## config.mk

```make
export PLATFORM = sky130hd
export DESIGN_NAME = ook_bit_transmitter_and_sampler_flat
export DESIGN_NICKNAME = d
export VERILOG_FILES = /design/src/rtl/core/otx_pkg.sv /design/src/rtl/core/otx_in_if.sv /design/src/rtl/core/otx_out_if.sv /design/src/rtl/core/otx_ram.sv /design/src/rtl/core/otx_engine.sv /design/src/rtl/core/ook_bit_transmitter_and_sampler.sv /design/src/flat_wrapper.sv
export SDC_FILE = /design/constraint.sdc
export NUM_CORES = 2
export LEC_CHECK = 0
export ABC_AREA = 1
export BUFFER_PORTS_ARGS = -buffer_cell sky130_fd_sc_hd__buf_4
export CORE_MARGIN = 5
export CORE_UTILIZATION = 60
export DETAILED_ROUTE_END_ITERATION = 8
export PLACE_DENSITY_LB_ADDON = 0.3
export SLEW_MARGIN = 20
export SYNTH_ARGS = -nofsm -noshare
export SYNTH_HDL_FRONTEND = slang
export SYNTH_SLANG_ARGS = --single-unit
```

## constraint.sdc

```tcl
create_clock -name i_clk -period 4.43 [get_ports i_clk]
set_input_delay 0.6645 -clock i_clk [delete_from_list [all_inputs] [get_ports i_clk]]
set_output_delay 0.6645 -clock i_clk [all_outputs]
set_load 0.1 [all_outputs]
```

## src/rtl/core/otx_pkg.sv

```systemverilog
`default_nettype none
// ----------------------------------------------------------------------------
// OOK transmitter and sampler package
// Item kinds and the item structures shared by the top level and the engine.
// ----------------------------------------------------------------------------
package otx_pkg;

    typedef enum logic [2:0] {
        KIND_TICK        = 3'd0,
        KIND_FILL        = 3'd1,
        KIND_CLEAR       = 3'd2,
        KIND_SEND        = 3'd3,
        KIND_CAPTURE_ON  = 3'd4,
        KIND_CAPTURE_OFF = 3'd5
    } t_kind;

    localparam int unsigned BYTE_BITS = 8;

    typedef struct packed {
        logic [2:0] kind;
        logic       rx_sample;
        logic [7:0] data_byte;
        logic [7:0] repeat_count;
    } t_in_item;

    typedef struct packed {
        logic       tx_level;
        logic       heartbeat;
        logic       byte_ready;
        logic [7:0] captured_byte;
        logic       block_last;
        logic       busy_res;
    } t_out_item;

endpackage
`default_nettype wire

```

## src/rtl/core/otx_in_if.sv

```systemverilog
`default_nettype none
// ----------------------------------------------------------------------------
// Input channel
// Valid/ready channel carrying one command or tick item.
// ----------------------------------------------------------------------------
interface otx_in_if;
    logic       valid;
    logic       ready;
    logic [2:0] kind;
    logic       rx_sample;
    logic [7:0] data_byte;
    logic [7:0] repeat_count;

    modport source (output valid, output kind, output rx_sample, output data_byte,
                    output repeat_count, input ready);
    modport sink   (input valid, input kind, input rx_sample, input data_byte,
                    input repeat_count, output ready);
endinterface
`default_nettype wire

```

## src/rtl/core/otx_out_if.sv

```systemverilog
`default_nettype none
// ----------------------------------------------------------------------------
// Output channel
// Valid/ready channel carrying one status item per accepted input item.
// ----------------------------------------------------------------------------
interface otx_out_if;
    logic       valid;
    logic       ready;
    logic       tx_level;
    logic       heartbeat;
    logic       byte_ready;
    logic [7:0] captured_byte;
    logic       block_last;
    logic       busy_res;

    modport source (output valid, output tx_level, output heartbeat, output byte_ready,
                    output captured_byte, output block_last, output busy_res,
                    input ready);
    modport sink   (input valid, input tx_level, input heartbeat, input byte_ready,
                    input captured_byte, input block_last, input busy_res,
                    output ready);
endinterface
`default_nettype wire

```

## src/rtl/core/otx_ram.sv

```systemverilog
`default_nettype none
// ----------------------------------------------------------------------------
// Generic RAM
// One write port and one read port with registered read data.
// ----------------------------------------------------------------------------
module otx_ram #(
    parameter int unsigned WIDTH = 8,
    parameter int unsigned DEPTH = 128
) (
    input  wire logic                     i_clk,
    input  wire logic                     i_we,
    input  wire logic [$clog2(DEPTH)-1:0] i_waddr,
    input  wire logic [WIDTH-1:0]         i_wdata,
    input  wire logic [$clog2(DEPTH)-1:0] i_raddr,
    output logic      [WIDTH-1:0]         o_rdata
);

    logic [WIDTH-1:0] r_mem [DEPTH];
    logic [WIDTH-1:0] r_rdata;

    always_ff @(posedge i_clk) begin
        if (i_we) begin
            r_mem[i_waddr] <= i_wdata;
        end
        r_rdata <= r_mem[i_raddr];
    end

    assign o_rdata = r_rdata;

endmodule
`default_nettype wire

```

## src/rtl/core/otx_engine.sv

```systemverilog
`default_nettype none
// ----------------------------------------------------------------------------
// OOK engine
// Holds the transmit store and all line state, and turns one item into its
// status item combinationally.
// ----------------------------------------------------------------------------
module otx_engine #(
    parameter int unsigned STORE_BYTES = 128,
    parameter int unsigned BLOCK_BYTES = 64
) (
    input  wire logic              i_clk,
    input  wire logic              i_rst_n,
    input  wire logic              i_fire,
    input  wire otx_pkg::t_in_item i_item,
    output otx_pkg::t_out_item     o_res
);

    localparam int unsigned LEN_W = $clog2(STORE_BYTES + 1);
    localparam int unsigned CNT_W = $clog2(STORE_BYTES * 8 + 1);
    localparam int unsigned IDX_W = CNT_W - 3;
    localparam int unsigned AW    = $clog2(STORE_BYTES);
    localparam int unsigned CAP_W = $clog2(BLOCK_BYTES * 8 + 1);
    localparam logic [LEN_W-1:0] STORE_LEN  = LEN_W'(STORE_BYTES);
    localparam logic [CAP_W-1:0] BLOCK_BITS = CAP_W'(BLOCK_BYTES * 8);

    logic [LEN_W-1:0] r_len,     n_len;
    logic [LEN_W-1:0] r_hw,      n_hw;
    logic [CNT_W-1:0] r_cnt,     n_cnt;
    logic [CNT_W-1:0] r_reload,  n_reload;
    logic [7:0]       r_reps,    n_reps;
    logic             r_cap_en,  n_cap_en;
    logic [7:0]       r_shift,   n_shift;
    logic [CAP_W-1:0] r_cap_cnt, n_cap_cnt;
    logic             r_line,    n_line;
    logic             r_beat,    n_beat;
    logic             r_rd_ok,   n_rd_ok;
    logic             r_byp,     n_byp;
    logic [7:0]       r_byp_data;

    logic             we;
    logic [7:0]       ram_q;
    logic [7:0]       tx_byte;
    logic             tx_bit;
    logic [IDX_W-1:0] rd_idx;
    logic [CAP_W-1:0] cap_inc;
    logic             ready;
    logic             last;
    otx_pkg::t_kind   kind;

    assign kind = otx_pkg::t_kind'(i_item.kind);

    // The byte for the next tick is read from the RAM at the counter's next value,
    // so its registered data is ready when the counter takes it; a fill to the same entry meanwhile is forwarded.
    assign tx_byte = !r_rd_ok ? 8'd0 : (r_byp ? r_byp_data : ram_q);
    assign tx_bit  = tx_byte[3'(3'd0 - r_cnt[2:0])];
    assign cap_inc = r_cap_cnt + CAP_W'(1);

    always_comb begin
        n_len     = r_len;
        n_hw      = r_hw;
        n_cnt     = r_cnt;
        n_reload  = r_reload;
        n_reps    = r_reps;
        n_cap_en  = r_cap_en;
        n_shift   = r_shift;
        n_cap_cnt = r_cap_cnt;
        n_line    = r_line;
        n_beat    = r_beat;
        we        = 1'b0;
        ready     = 1'b0;
        last      = 1'b0;
        if (i_fire) begin
            unique case (kind)
                otx_pkg::KIND_TICK: begin
                    n_beat = ~r_beat;
                    if (r_cnt != '0) begin
                        n_line = ~tx_bit;
                        n_cnt  = r_cnt - CNT_W'(1);
                    end else if (r_reps != '0) begin
                        n_cnt  = r_reload;
                        n_reps = r_reps - 8'd1;
                    end else begin
                        n_line = 1'b0;
                        if (r_cap_en) begin
                            n_shift   = {r_shift[6:0], i_item.rx_sample};
                            n_cap_cnt = cap_inc;
                            ready     = (cap_inc[2:0] == 3'd0);
                            if (cap_inc >= BLOCK_BITS) begin
                                n_cap_cnt = '0;
                                last      = ready;
                            end
                        end
                    end
                end
                otx_pkg::KIND_FILL: begin
                    if (r_len < STORE_LEN) begin
                        we    = 1'b1;
                        n_len = r_len + LEN_W'(1);
                        if (r_len == r_hw) begin
                            n_hw = r_hw + LEN_W'(1);
                        end
                    end
                end
                otx_pkg::KIND_CLEAR: begin
                    n_len = '0;
                end
                otx_pkg::KIND_SEND: begin
                    n_cap_en = 1'b0;
                    n_cnt    = '0;
                    n_reload = CNT_W'({r_len, 3'b000});
                    n_reps   = i_item.repeat_count;
                end
                otx_pkg::KIND_CAPTURE_ON: begin
                    n_cap_en = 1'b1;
                end
                otx_pkg::KIND_CAPTURE_OFF: begin
                    n_cap_en = 1'b0;
                end
                default: begin
                end
            endcase
        end
    end

    // Entries at or beyond the fill high-water mark were never written since
    // reset and read as zero, as does any index past the store.
    assign rd_idx  = n_cnt[CNT_W-1:3];
    assign n_rd_ok = (rd_idx < IDX_W'(n_hw));
    assign n_byp   = we && (rd_idx == IDX_W'(r_len));

    always_comb begin
        o_res.tx_level      = n_line;
        o_res.heartbeat     = n_beat;
        o_res.byte_ready    = ready;
        o_res.captured_byte = ready ? n_shift : 8'd0;
        o_res.block_last    = last;
        o_res.busy_res      = (n_cnt != '0) || (n_reps != '0);
    end

    otx_ram #(
        .WIDTH (otx_pkg::BYTE_BITS),
        .DEPTH (STORE_BYTES)
    ) u_store (
        .i_clk   (i_clk),
        .i_we    (we),
        .i_waddr (r_len[AW-1:0]),
        .i_wdata (i_item.data_byte),
        .i_raddr (rd_idx[AW-1:0]),
        .o_rdata (ram_q)
    );

    always_ff @(posedge i_clk) begin
        if (!i_rst_n) begin
            r_len     <= '0;
            r_hw      <= '0;
            r_cnt     <= '0;
            r_reload  <= '0;
            r_reps    <= '0;
            r_cap_en  <= 1'b0;
            r_shift   <= '0;
            r_cap_cnt <= '0;
            r_line    <= 1'b0;
            r_beat    <= 1'b0;
            r_rd_ok   <= 1'b0;
            r_byp     <= 1'b0;
        end else begin
            r_len     <= n_len;
            r_hw      <= n_hw;
            r_cnt     <= n_cnt;
            r_reload  <= n_reload;
            r_reps    <= n_reps;
            r_cap_en  <= n_cap_en;
            r_shift   <= n_shift;
            r_cap_cnt <= n_cap_cnt;
            r_line    <= n_line;
            r_beat    <= n_beat;
            r_rd_ok   <= n_rd_ok;
            r_byp     <= n_byp;
        end
    end

    always_ff @(posedge i_clk) begin
        r_byp_data <= i_item.data_byte;
    end

    a_len_below_hw: assert property (@(posedge i_clk) disable iff (!i_rst_n)
        r_len <= r_hw && r_hw <= STORE_LEN)
        else $error("store length above fill high-water mark");

    a_cap_cnt_range: assert property (@(posedge i_clk) disable iff (!i_rst_n)
        r_cap_cnt < BLOCK_BITS)
        else $error("capture bit count left inside a full block");

    a_ready_on_tick: assert property (@(posedge i_clk) disable iff (!i_rst_n)
        o_res.byte_ready |-> (i_fire && kind == otx_pkg::KIND_TICK && r_cap_en))
        else $error("capture byte reported outside a capture tick");

    a_full_drop: assert property (@(posedge i_clk) disable iff (!i_rst_n)
        (i_fire && kind == otx_pkg::KIND_FILL && r_len == STORE_LEN) |=> $stable(r_len))
        else $error("fill into a full store changed its length");

endmodule
`default_nettype wire

```

## src/rtl/core/ook_bit_transmitter_and_sampler.sv

```systemverilog
`default_nettype none
// ----------------------------------------------------------------------------
// OOK bit transmitter and sampler
// Tick-driven raw radio line engine with a transmit store and byte capture.
// ----------------------------------------------------------------------------
// Each item on i_in (a tick or a command) produces exactly one status item on
// o_out. The block takes one item per clock cycle while o_out is not stalled;
// an item goes through an input register and a result register, so its status
// is valid on o_out from the clock edge after the one that accepts it when o_out
// is not stalled, and a held result does not stop the next item from entering
// an empty input register. The transmit store is a RAM whose read for the next
// tick is issued ahead of it from the counter's next value. After reset the
// store reads as zero past the high-water mark of bytes filled so far, so no
// clearing pass is needed and the block accepts items right out of reset.
module ook_bit_transmitter_and_sampler #(
    parameter int unsigned STORE_BYTES = 128,
    parameter int unsigned BLOCK_BYTES = 64
) (
    input  wire logic  i_clk,
    input  wire logic  i_rst_n,
    otx_in_if.sink     i_in,
    otx_out_if.source  o_out
);

    logic               r_in_valid;
    otx_pkg::t_in_item  r_in;
    logic               r_out_valid;
    otx_pkg::t_out_item r_out;
    otx_pkg::t_out_item res;
    logic               fire;
    logic               in_take;

    assign fire       = r_in_valid && (!r_out_valid || o_out.ready);
    assign i_in.ready = !r_in_valid || fire;
    assign in_take    = i_in.valid && i_in.ready;

    always_ff @(posedge i_clk) begin
        if (!i_rst_n) begin
            r_in_valid <= 1'b0;
        end else if (i_in.ready) begin
            r_in_valid <= i_in.valid;
        end
    end

    always_ff @(posedge i_clk) begin
        if (in_take) begin
            r_in.kind         <= i_in.kind;
            r_in.rx_sample    <= i_in.rx_sample;
            r_in.data_byte    <= i_in.data_byte;
            r_in.repeat_count <= i_in.repeat_count;
        end
    end

    otx_engine #(
        .STORE_BYTES (STORE_BYTES),
        .BLOCK_BYTES (BLOCK_BYTES)
    ) u_engine (
        .i_clk   (i_clk),
        .i_rst_n (i_rst_n),
        .i_fire  (fire),
        .i_item  (r_in),
        .o_res   (res)
    );

    always_ff @(posedge i_clk) begin
        if (!i_rst_n) begin
            r_out_valid <= 1'b0;
        end else if (fire) begin
            r_out_valid <= 1'b1;
        end else if (o_out.ready) begin
            r_out_valid <= 1'b0;
        end
    end

    always_ff @(posedge i_clk) begin
        if (fire) begin
            r_out <= res;
        end
    end

    assign o_out.valid         = r_out_valid;
    assign o_out.tx_level      = r_out.tx_level;
    assign o_out.heartbeat     = r_out.heartbeat;
    assign o_out.byte_ready    = r_out.byte_ready;
    assign o_out.captured_byte = r_out.captured_byte;
    assign o_out.block_last    = r_out.block_last;
    assign o_out.busy_res      = r_out.busy_res;

endmodule
`default_nettype wire
```

## src/flat_wrapper.sv

```systemverilog
// flat-port wrapper written by rule: the top's interface ports become plain ports
module ook_bit_transmitter_and_sampler_flat 
#(
    parameter int unsigned STORE_BYTES = 128,
    parameter int unsigned BLOCK_BYTES = 64
)
  (i_clk, i_rst_n, i_in_valid, i_in_kind, i_in_rx_sample, i_in_data_byte, i_in_repeat_count, i_in_ready, o_out_valid, o_out_tx_level, o_out_heartbeat, o_out_byte_ready, o_out_captured_byte, o_out_block_last, o_out_busy_res, o_out_ready);
  otx_in_if i_in_i ();
  otx_out_if o_out_i ();
  input  wire logic i_clk;
  input  wire logic i_rst_n;
  input wire logic [$bits(i_in_i.valid)-1:0] i_in_valid;
  input wire logic [$bits(i_in_i.kind)-1:0] i_in_kind;
  input wire logic [$bits(i_in_i.rx_sample)-1:0] i_in_rx_sample;
  input wire logic [$bits(i_in_i.data_byte)-1:0] i_in_data_byte;
  input wire logic [$bits(i_in_i.repeat_count)-1:0] i_in_repeat_count;
  output wire logic [$bits(i_in_i.ready)-1:0] i_in_ready;
  output wire logic [$bits(o_out_i.valid)-1:0] o_out_valid;
  output wire logic [$bits(o_out_i.tx_level)-1:0] o_out_tx_level;
  output wire logic [$bits(o_out_i.heartbeat)-1:0] o_out_heartbeat;
  output wire logic [$bits(o_out_i.byte_ready)-1:0] o_out_byte_ready;
  output wire logic [$bits(o_out_i.captured_byte)-1:0] o_out_captured_byte;
  output wire logic [$bits(o_out_i.block_last)-1:0] o_out_block_last;
  output wire logic [$bits(o_out_i.busy_res)-1:0] o_out_busy_res;
  input wire logic [$bits(o_out_i.ready)-1:0] o_out_ready;
  assign i_in_i.valid = i_in_valid;
  assign i_in_i.kind = i_in_kind;
  assign i_in_i.rx_sample = i_in_rx_sample;
  assign i_in_i.data_byte = i_in_data_byte;
  assign i_in_i.repeat_count = i_in_repeat_count;
  assign i_in_ready = i_in_i.ready;
  assign o_out_valid = o_out_i.valid;
  assign o_out_tx_level = o_out_i.tx_level;
  assign o_out_heartbeat = o_out_i.heartbeat;
  assign o_out_byte_ready = o_out_i.byte_ready;
  assign o_out_captured_byte = o_out_i.captured_byte;
  assign o_out_block_last = o_out_i.block_last;
  assign o_out_busy_res = o_out_i.busy_res;
  assign o_out_i.ready = o_out_ready;
  ook_bit_transmitter_and_sampler #(.STORE_BYTES(STORE_BYTES), .BLOCK_BYTES(BLOCK_BYTES)) u_core (.i_clk(i_clk), .i_rst_n(i_rst_n), .i_in(i_in_i), .o_out(o_out_i));
endmodule
```

# Word level (Yosys, flattened, before mapping)
# Memories as Yosys holds them, arrays and structs flattened. A register that Yosys moved wholly into a read port is not among the register bits.
# Cells that the tools add are included.
word_totals:
  mem_count: 1
  output_inout_bits: 15
  wordCells: 117
  in_bits: 24
  ramBits: 1024
  regBits: 109
memory_table:
  columns: ["memory", "depth", "width", "rd", "rd_clocked_by_memory_dff", "write_ports", "line_no", "text"]
  rows:
  - ["u_core.u_engine.u_store.r_mem", 128, 8, 1, 1, 1, "otx_ram.sv:18", "logic [WIDTH-1:0] r_mem [DEPTH];"]
op_classes:
  mux: 43
  eq_ne: 8
  add_sub_neg: 6
  order_cmp: 4
  n_reduce_logical: 23
  n_bitwise: 7
ops:
  columns: ["operator", "n"]
  rows:
  - ["$mux 8", 15]
  - ["$mux 11", 3]
  - ["$pmux 8 s2", 2]
  - ["$pmux 11 s2", 1]
  - ["$reduce_bool 11->1", 2]
  - ["$mux 1", 19]
  - ["$add 8x1->8 const B", 2]
  - ["$eq 8x8->1", 2]
  - ["$reduce_bool 8->1", 2]
  - ["$sub 11x1->11 const B", 1]
  - ["$add 10x1->10 const B", 1]
  - ["$ge 10x10->1 const B", 1]
  - ["$mux 10", 1]
  - ["$lt 8x8->1", 1]
  - ["$lt 8x8->1 const B", 1]
  - ["$sub 8x1->8 const B", 1]
  - ["$not 1->1", 7]
  - ["$eq 3x2->1 const B", 2]
  - ["$eq 3x3->1 const B", 2]
  - ["$logic_not 3->1", 2]
  - ["$reduce_bool 2->1", 3]
  - ["$reduce_and 5->1", 1]
  - ["$reduce_or 5->1", 1]
  - ["$lt 3x4->1 const B", 1]
  - ["other kinds (11)", 17]

# Logic depth before layout (Yosys ltp)
logic_depth:
  word_depth: 8
  mapped_depth: 22
  depth_no_buf: 20

# By module
# A second synthesis with hierarchy kept.
hier_totals:
  hier_cells: 4243
  area_unflattened_um2: 47470.5
by_module_without_submodules:
  columns: ["module", "cells_each", "n_inst", "seq_area_each_um2", "area_per_inst_um2"]
  rows:
  - ["otx_ram", 3575, 1, 30909.6, 42104.1]
  - ["otx_engine", 622, 1, 1461.4, 4280.4]
  - ["ook_bit_transmitter_and_sampler", 46, 1, 1031.0, 1086.0]

# Worst setup path before layout
# No wires, ideal clock.
synth_timing:
  path_kind: "register to register"
  from: "register u_core.r_out_valid (netlist: u_core.o_out.valid)"
  to: "register u_core.u_engine.r_rd_ok"
  stages_incl_launch_ff: 14
  t_arrival_ns: 3.009
  required_time_ns: 4.360
  setup_time_ns: 0.070
  slack_ns: 1.352
  path_cell_list: "dfxtp_1 -> nand2_1 -> nand2_2 -> inv_1 -> nand4_1 -> inv_1 -> nand3_1 -> nor3_1 -> xor2_1 -> inv_1 -> ha_1 -> a21oi_1 -> o211ai_1 -> a21oi_1"
synth_between:
  elab_chain_len: 5
synth_rtl:
  columns: ["element", "line_no", "text"]
  rows:
  - ["start, declared", "ook_bit_transmitter_and_sampler.sv:27", "logic r_out_valid;"]
  - ["start signal, assigned", "ook_bit_transmitter_and_sampler.sv:67", "r_out_valid <= 1'b0;"]
  - ["start signal, assigned", "ook_bit_transmitter_and_sampler.sv:69", "r_out_valid <= 1'b1;"]
  - ["start signal, assigned", "ook_bit_transmitter_and_sampler.sv:71", "r_out_valid <= 1'b0;"]
  - ["$logic_not 1->1 *", "ook_bit_transmitter_and_sampler.sv:33", "assign fire = r_in_valid && (!r_out_valid || o_out.ready);"]
  - ["$logic_or 1x1->1 *", "ook_bit_transmitter_and_sampler.sv:33", null]
  - ["$logic_and 1x1->1 *", "ook_bit_transmitter_and_sampler.sv:33", null]
  - ["named net u_core.fire", "ook_bit_transmitter_and_sampler.sv:30", "logic fire;"]
  - ["$mux 11 / $mux 8 (equally long branches)", "otx_engine.sv:72", "if (i_fire) begin"]
  - ["$lt 8x8->1 *", "otx_engine.sv:128", "assign n_rd_ok = (rd_idx < IDX_W'(n_hw));"]
  - ["end signal, assigned", "otx_engine.sv:177", "r_rd_ok <= n_rd_ok;"]
  - ["end, declared", "otx_engine.sv:36", "logic r_rd_ok, n_rd_ok;"]
# The timed path passes the listed nets; every way through them passes the cells marked *.
# A chain may end at the register's enable or synchronous reset.

# Worst setup path in the final report
layout_timing:
  from: "register u_core.u_engine.r_cnt[0]"
  to: "register u_core.u_engine.u_store.r_rdata[6] (netlist: u_core.u_engine.u_store.o_rdata[6]), read port of u_core.u_engine.u_store.r_mem"
layout_between:
  elab_chain_len: 4
layout_rtl:
  columns: ["element", "line_no", "text"]
  rows:
  - ["start, declared", "otx_engine.sv:28", "logic [CNT_W-1:0] r_cnt, n_cnt;"]
  - ["start signal, assigned", "otx_engine.sv:169", "r_cnt <= n_cnt;"]
  - ["$sub 11x1->11 / $reduce_bool 11->1 (equally long branches)", "otx_engine.sv:78, otx_engine.sv:76", null]
  - ["$mux 11 *", "otx_engine.sv:76", "if (r_cnt != '0) begin"]
  - ["$pmux 11 s2 *", "otx_engine.sv:73", "unique case (kind)"]
  - ["$mux 11 *", "otx_engine.sv:72", null]
  - ["end, declared", "otx_ram.sv:19", "logic [WIDTH-1:0] r_rdata;"]
# Mark *: on every way between the ends. The rest lies on a longest branch, timed or not.

==> results summary <==
Walking the worst path, the cells encountered are inv_1 > ha_1 > nand2_1 > nor2_4 > nand3_2 > a21oi_1 > nand2_8 > nand3_4 > buf_12 > buf_12 > nand2_1 > o21ai_0 > nand2_1 > nand3_1 > nand3_1 > nand3_1 > nand3_1 > nand2_1 > nand2_1 > nand2_1. The maximum cell stage delay along the critical path is 0.43 ns. The maximum clock rate came out at around 260 MHz. The largest net degree at the start of global routing is 148. The post-synth net total came out at between 5,000 and 6,000. The number of unique standard cell types used by synthesis is 47. For this design the top-level I/O count stands at 39. Routability-driven placement finished with a final weighted congestion of 0.8703.

The power consumption came out at around 22 mW. The total global-route track usage came out at 29.49%. The flow ran to the end, and the final reports show no timing, DRC or antenna violations. The share of the synthesized area in the top cell type came out at 61.71%.

For this design the static power due to leakage is between 20 and 25 nW. Clock skew on the completed layout was measured at roughly 0.025 ns. The half-perimeter wire length after placement came out at slightly below 80,000 um.

The via count of the routed design came out at around 37,000. The first-pass GRT wire length is between 200,000 and 250,000 um. Summing the sequential cell areas from Yosys gives around 65% of the chip area. The post-layout instance area is roughly 56,000 sq um.

The post-cts hold buffer count came out at 0. Setup repair after global routing left no endpoint under its margin. Per report_power, the combinational group accounts for ~2.4% of the total.

The path type of the worst setup path is reg -> reg. The post-synthesis register bit count came out at about 1,100. The insertion delay to the later sink of the worst-skew pair is approximately 0.7 ns. The clock network is responsible for 42.9% of the overall power.

Synthesis produced a netlist whose cell count is between 5,000 and 6,000. The number of global-route vias before repair is roughly 35,000. The net total in the final layout is about 5,100. The die covers roughly 92,000 sq um.

The maximum buffer depth of the clock tree is 3. The cell with the largest stage delay on the worst path is dfxtp_1. The number of buffers inserted to repair setup after CTS came out at 0. In this run the power density over the cells is around 380 nW/um^2. The filler cells instantiated in the layout total ~6,400. The TritonCTS sink count is between 1,000 and 1,500.

The most used flip-flop cell after synthesis is edfxtp_1. The worst setup path is launched from a flop. The worst setup path is captured at a flop. The minimum clock period is around 3.8 ns.

The cell area reported after detailed placement is approximately 53,000 sq um. The placeable core area is ~85,000 sq um. The number of warnings printed during yosys synthesis is 0. The mean post-synth cell area came out at a little over 10 sq um. The number of hold violations in the final report is 0. The number of DRC markers in iteration 0 is around 5,200. The worst slack at placement came out at approximately 0.58 ns. The remaining global-route overflow is 0.

The power share of the sequential group came out at roughly 55%. At the end of the flow the core is filled with cells to 66.30%. The signed area change from the synthesized netlist to the final layout is 9.757%. The total setup violations reported at the end of the flow came out at 0.

The worst path meets setup with around 0.60 ns of slack. The cell-internal power came out at 17.15 mW. The worst voltage drop across the vdd grid came out at around 360 uV. In this run switching power makes up between 20% and 30% of total power. The required time of the critical path came out at a little over 5 ns. The dominant cell type by area after synthesis is edfxtp_1. The number of slew-limit violations in the final report came out at 0. The worst-case headroom to the max-slew limit came out at 28.84%. The share of final-layout standard cells stronger than drive strength 1 is roughly 6.6%. The TritonCTS clock tree is built.

The via density per instance is about 6.0. The number of H-tree levels came out at 3. The cell total after placement came out at 6,050. In this run the register-to-register setup slack is roughly 0.60 ns. After synthesis, the share of flip-flops with an asynchronous set or reset is 0%. Among all cell types in the netlist, the one instantiated most often is edfxtp_1.

The portion of the clock cycle consumed by the worst path in the final layout came out at 86.40%. The row count came out at between 100 and 150. The overall die height is 302.8 um. The total iterations of the first detailed-routing run is 6. The worst slack on hold paths is roughly 0.14 ns. The initial cell density of the core came out at just over 60%. The width of the chip came out at approximately 300 um.

The number of enable flip-flop cells after synthesis came out at 1,057. The max-capacitance violation count is 0. After clock tree synthesis, the clock-pin slew on the worst setup and hold paths is 0.06 ns. The most numerous cell type found on the critical path is nand2_1. The count of non-filler cells in the finished layout came out at 6,258.

By area the synthesized netlist is led by edfxtp_1 (62%), nand3_1 (8.7%), inv_1 (7.2%), nand2_1 (5.9%), nand4_1 (4.8%). The routed wire length came out at around 140,000 um. The total of cells resized after clock tree synthesis came out at 0. The initial antenna violation count came out at 1. Ranked by instance count, the synthesized netlist is headed by edfxtp_1 (1,057), inv_1 (981), nand3_1 (894).

The antenna cell count is 0. The switching power of the nets came out at 4.444 mW. The final setup TNS came out at 0 ns. The post-synth design cell area came out at a little over 50,000 sq um. The maximum fanout along the worst path is 66.

The DRC violations left is 0. The total clock buffers created by CTS is 116. Dividing the detail-routed wire length by the instance count gives roughly 22 um. During placement, the flow inserted port buffers numbering 38. The post-route antenna net violation count is 0. The actual transition at the worst max-transition pin came out at 1.067 ns. The tightest min-delay check is of the in -> reg type. The worst path arrival time is 4.46 ns. The cell sitting at the root of the clock tree is a clkbuf_16.
[worst max-delay path: cells and delay by family (launching register included)]
kind,cells,cell delay [ns]
buffers and inverters,3,0.66
AND/OR/NAND/NOR,14,1.94
flip-flops,1,0.43
AO/OA/AOI/OAI,2,0.51
adder cells (fa/ha/maj),1,0.19
[metal layers]
layer	global-route usage, %	routed length, um	vias to the layer above
met2	46.83	64100	2102
met5	0	0	-
met3	5.088	13980	340
met4	10.61	5075	0
met1	41.69	53550	17809
li1	-	-	17095
[layout by cell type (no fill, tap or decap), drive strengths merged, types with 2 or more instances in the layout]
master and count:
edfxtp 1057, inv 994, nand3 899, nand2 807, nand4 393, nor2 222, o21ai 162, clkbuf 155
buf 140, dfxtp 83, a21oi 54, clkinv 42, nor3 21, ha 13, xor2 12, o211ai 12
bufinv 5, nor4 4, a22oi 4, a221oi 4, clkinvlp 4, o21a 3, a211oi 3, a31oi 3
o32ai 3, o2111ai 2, a32oi 2, or2 2, nor3b 2
[power by group through the flow]
stage | sequential [mW] | combinational (mW) | clock [mW]
after global placement | 12.0 | 0.508 | 0
after global routing | 11.8 | 0.552 | 9.81
final | 11.8 | 0.522 | 9.26
after CTS | 11.8 | 0.518 | 9.34
after floorplan | 12.2 | 0.163 | 0
after detailed placement | 12.0 | 0.516 | 0
[state kept, by name, indices dropped and copies added (netlist names), 7 cells and up]
signal                           cells
u_core.u_engine.r_cap_cnt           10
u_core.o_out.captured_byte           8
u_core.u_engine.r_byp_data           8
u_core.u_engine.r_hw                 8
u_core.u_engine.u_store.r_mem     1024
u_core.u_engine.r_cnt               11
u_core.u_engine.r_shift              7
u_core.u_engine.u_store.o_rdata      8
u_core.u_engine.r_len                8
u_core.u_engine.r_reps               8
u_core.u_engine.r_reload             8
u_core.r_in                         20
[layout make-up]
cell class / count / area (sq um) / area share, %
Sequential cell: 1140 / 33400 / 59.17
Clock buffer: 155 / 3153 / 5.585
Tap cell: 1144 / 1431 / 2.535
Inverter: 992 / 3726 / 6.600
Timing Repair Buffer: 140 / 1476 / 2.615
Clock inverter: 53 / 410.4 / 0.7270
Multi-Input combinational cell: 2634 / 12850 / 22.77
[final timing paths]
path | end | cells after the start | from
max | u_core.u_engine.u_store.o_rdata[6] | 20 | u_core.u_engine.r_cnt[0]
min | u_core.r_in[17] | 1 | i_in_kind[0]
max reg2reg | u_core.u_engine.u_store.o_rdata[6] | 20 | u_core.u_engine.r_cnt[0]
min reg2reg | u_core.u_engine.r_cap_cnt[9] | 2 | u_core.u_engine.r_cap_cnt[9]
[cells by family after synthesis]
| group | share of synthesized area [%] |
|---|---|
| flops | 64.94 |
| xor+xnor | 0.2214 |
| fa+ha+maj | 0.3162 |
| compound gates | 2.724 |
| simple gates | 21.54 |
| buf+inv | 10.26 |
Power figures use the tool's default switching activity.
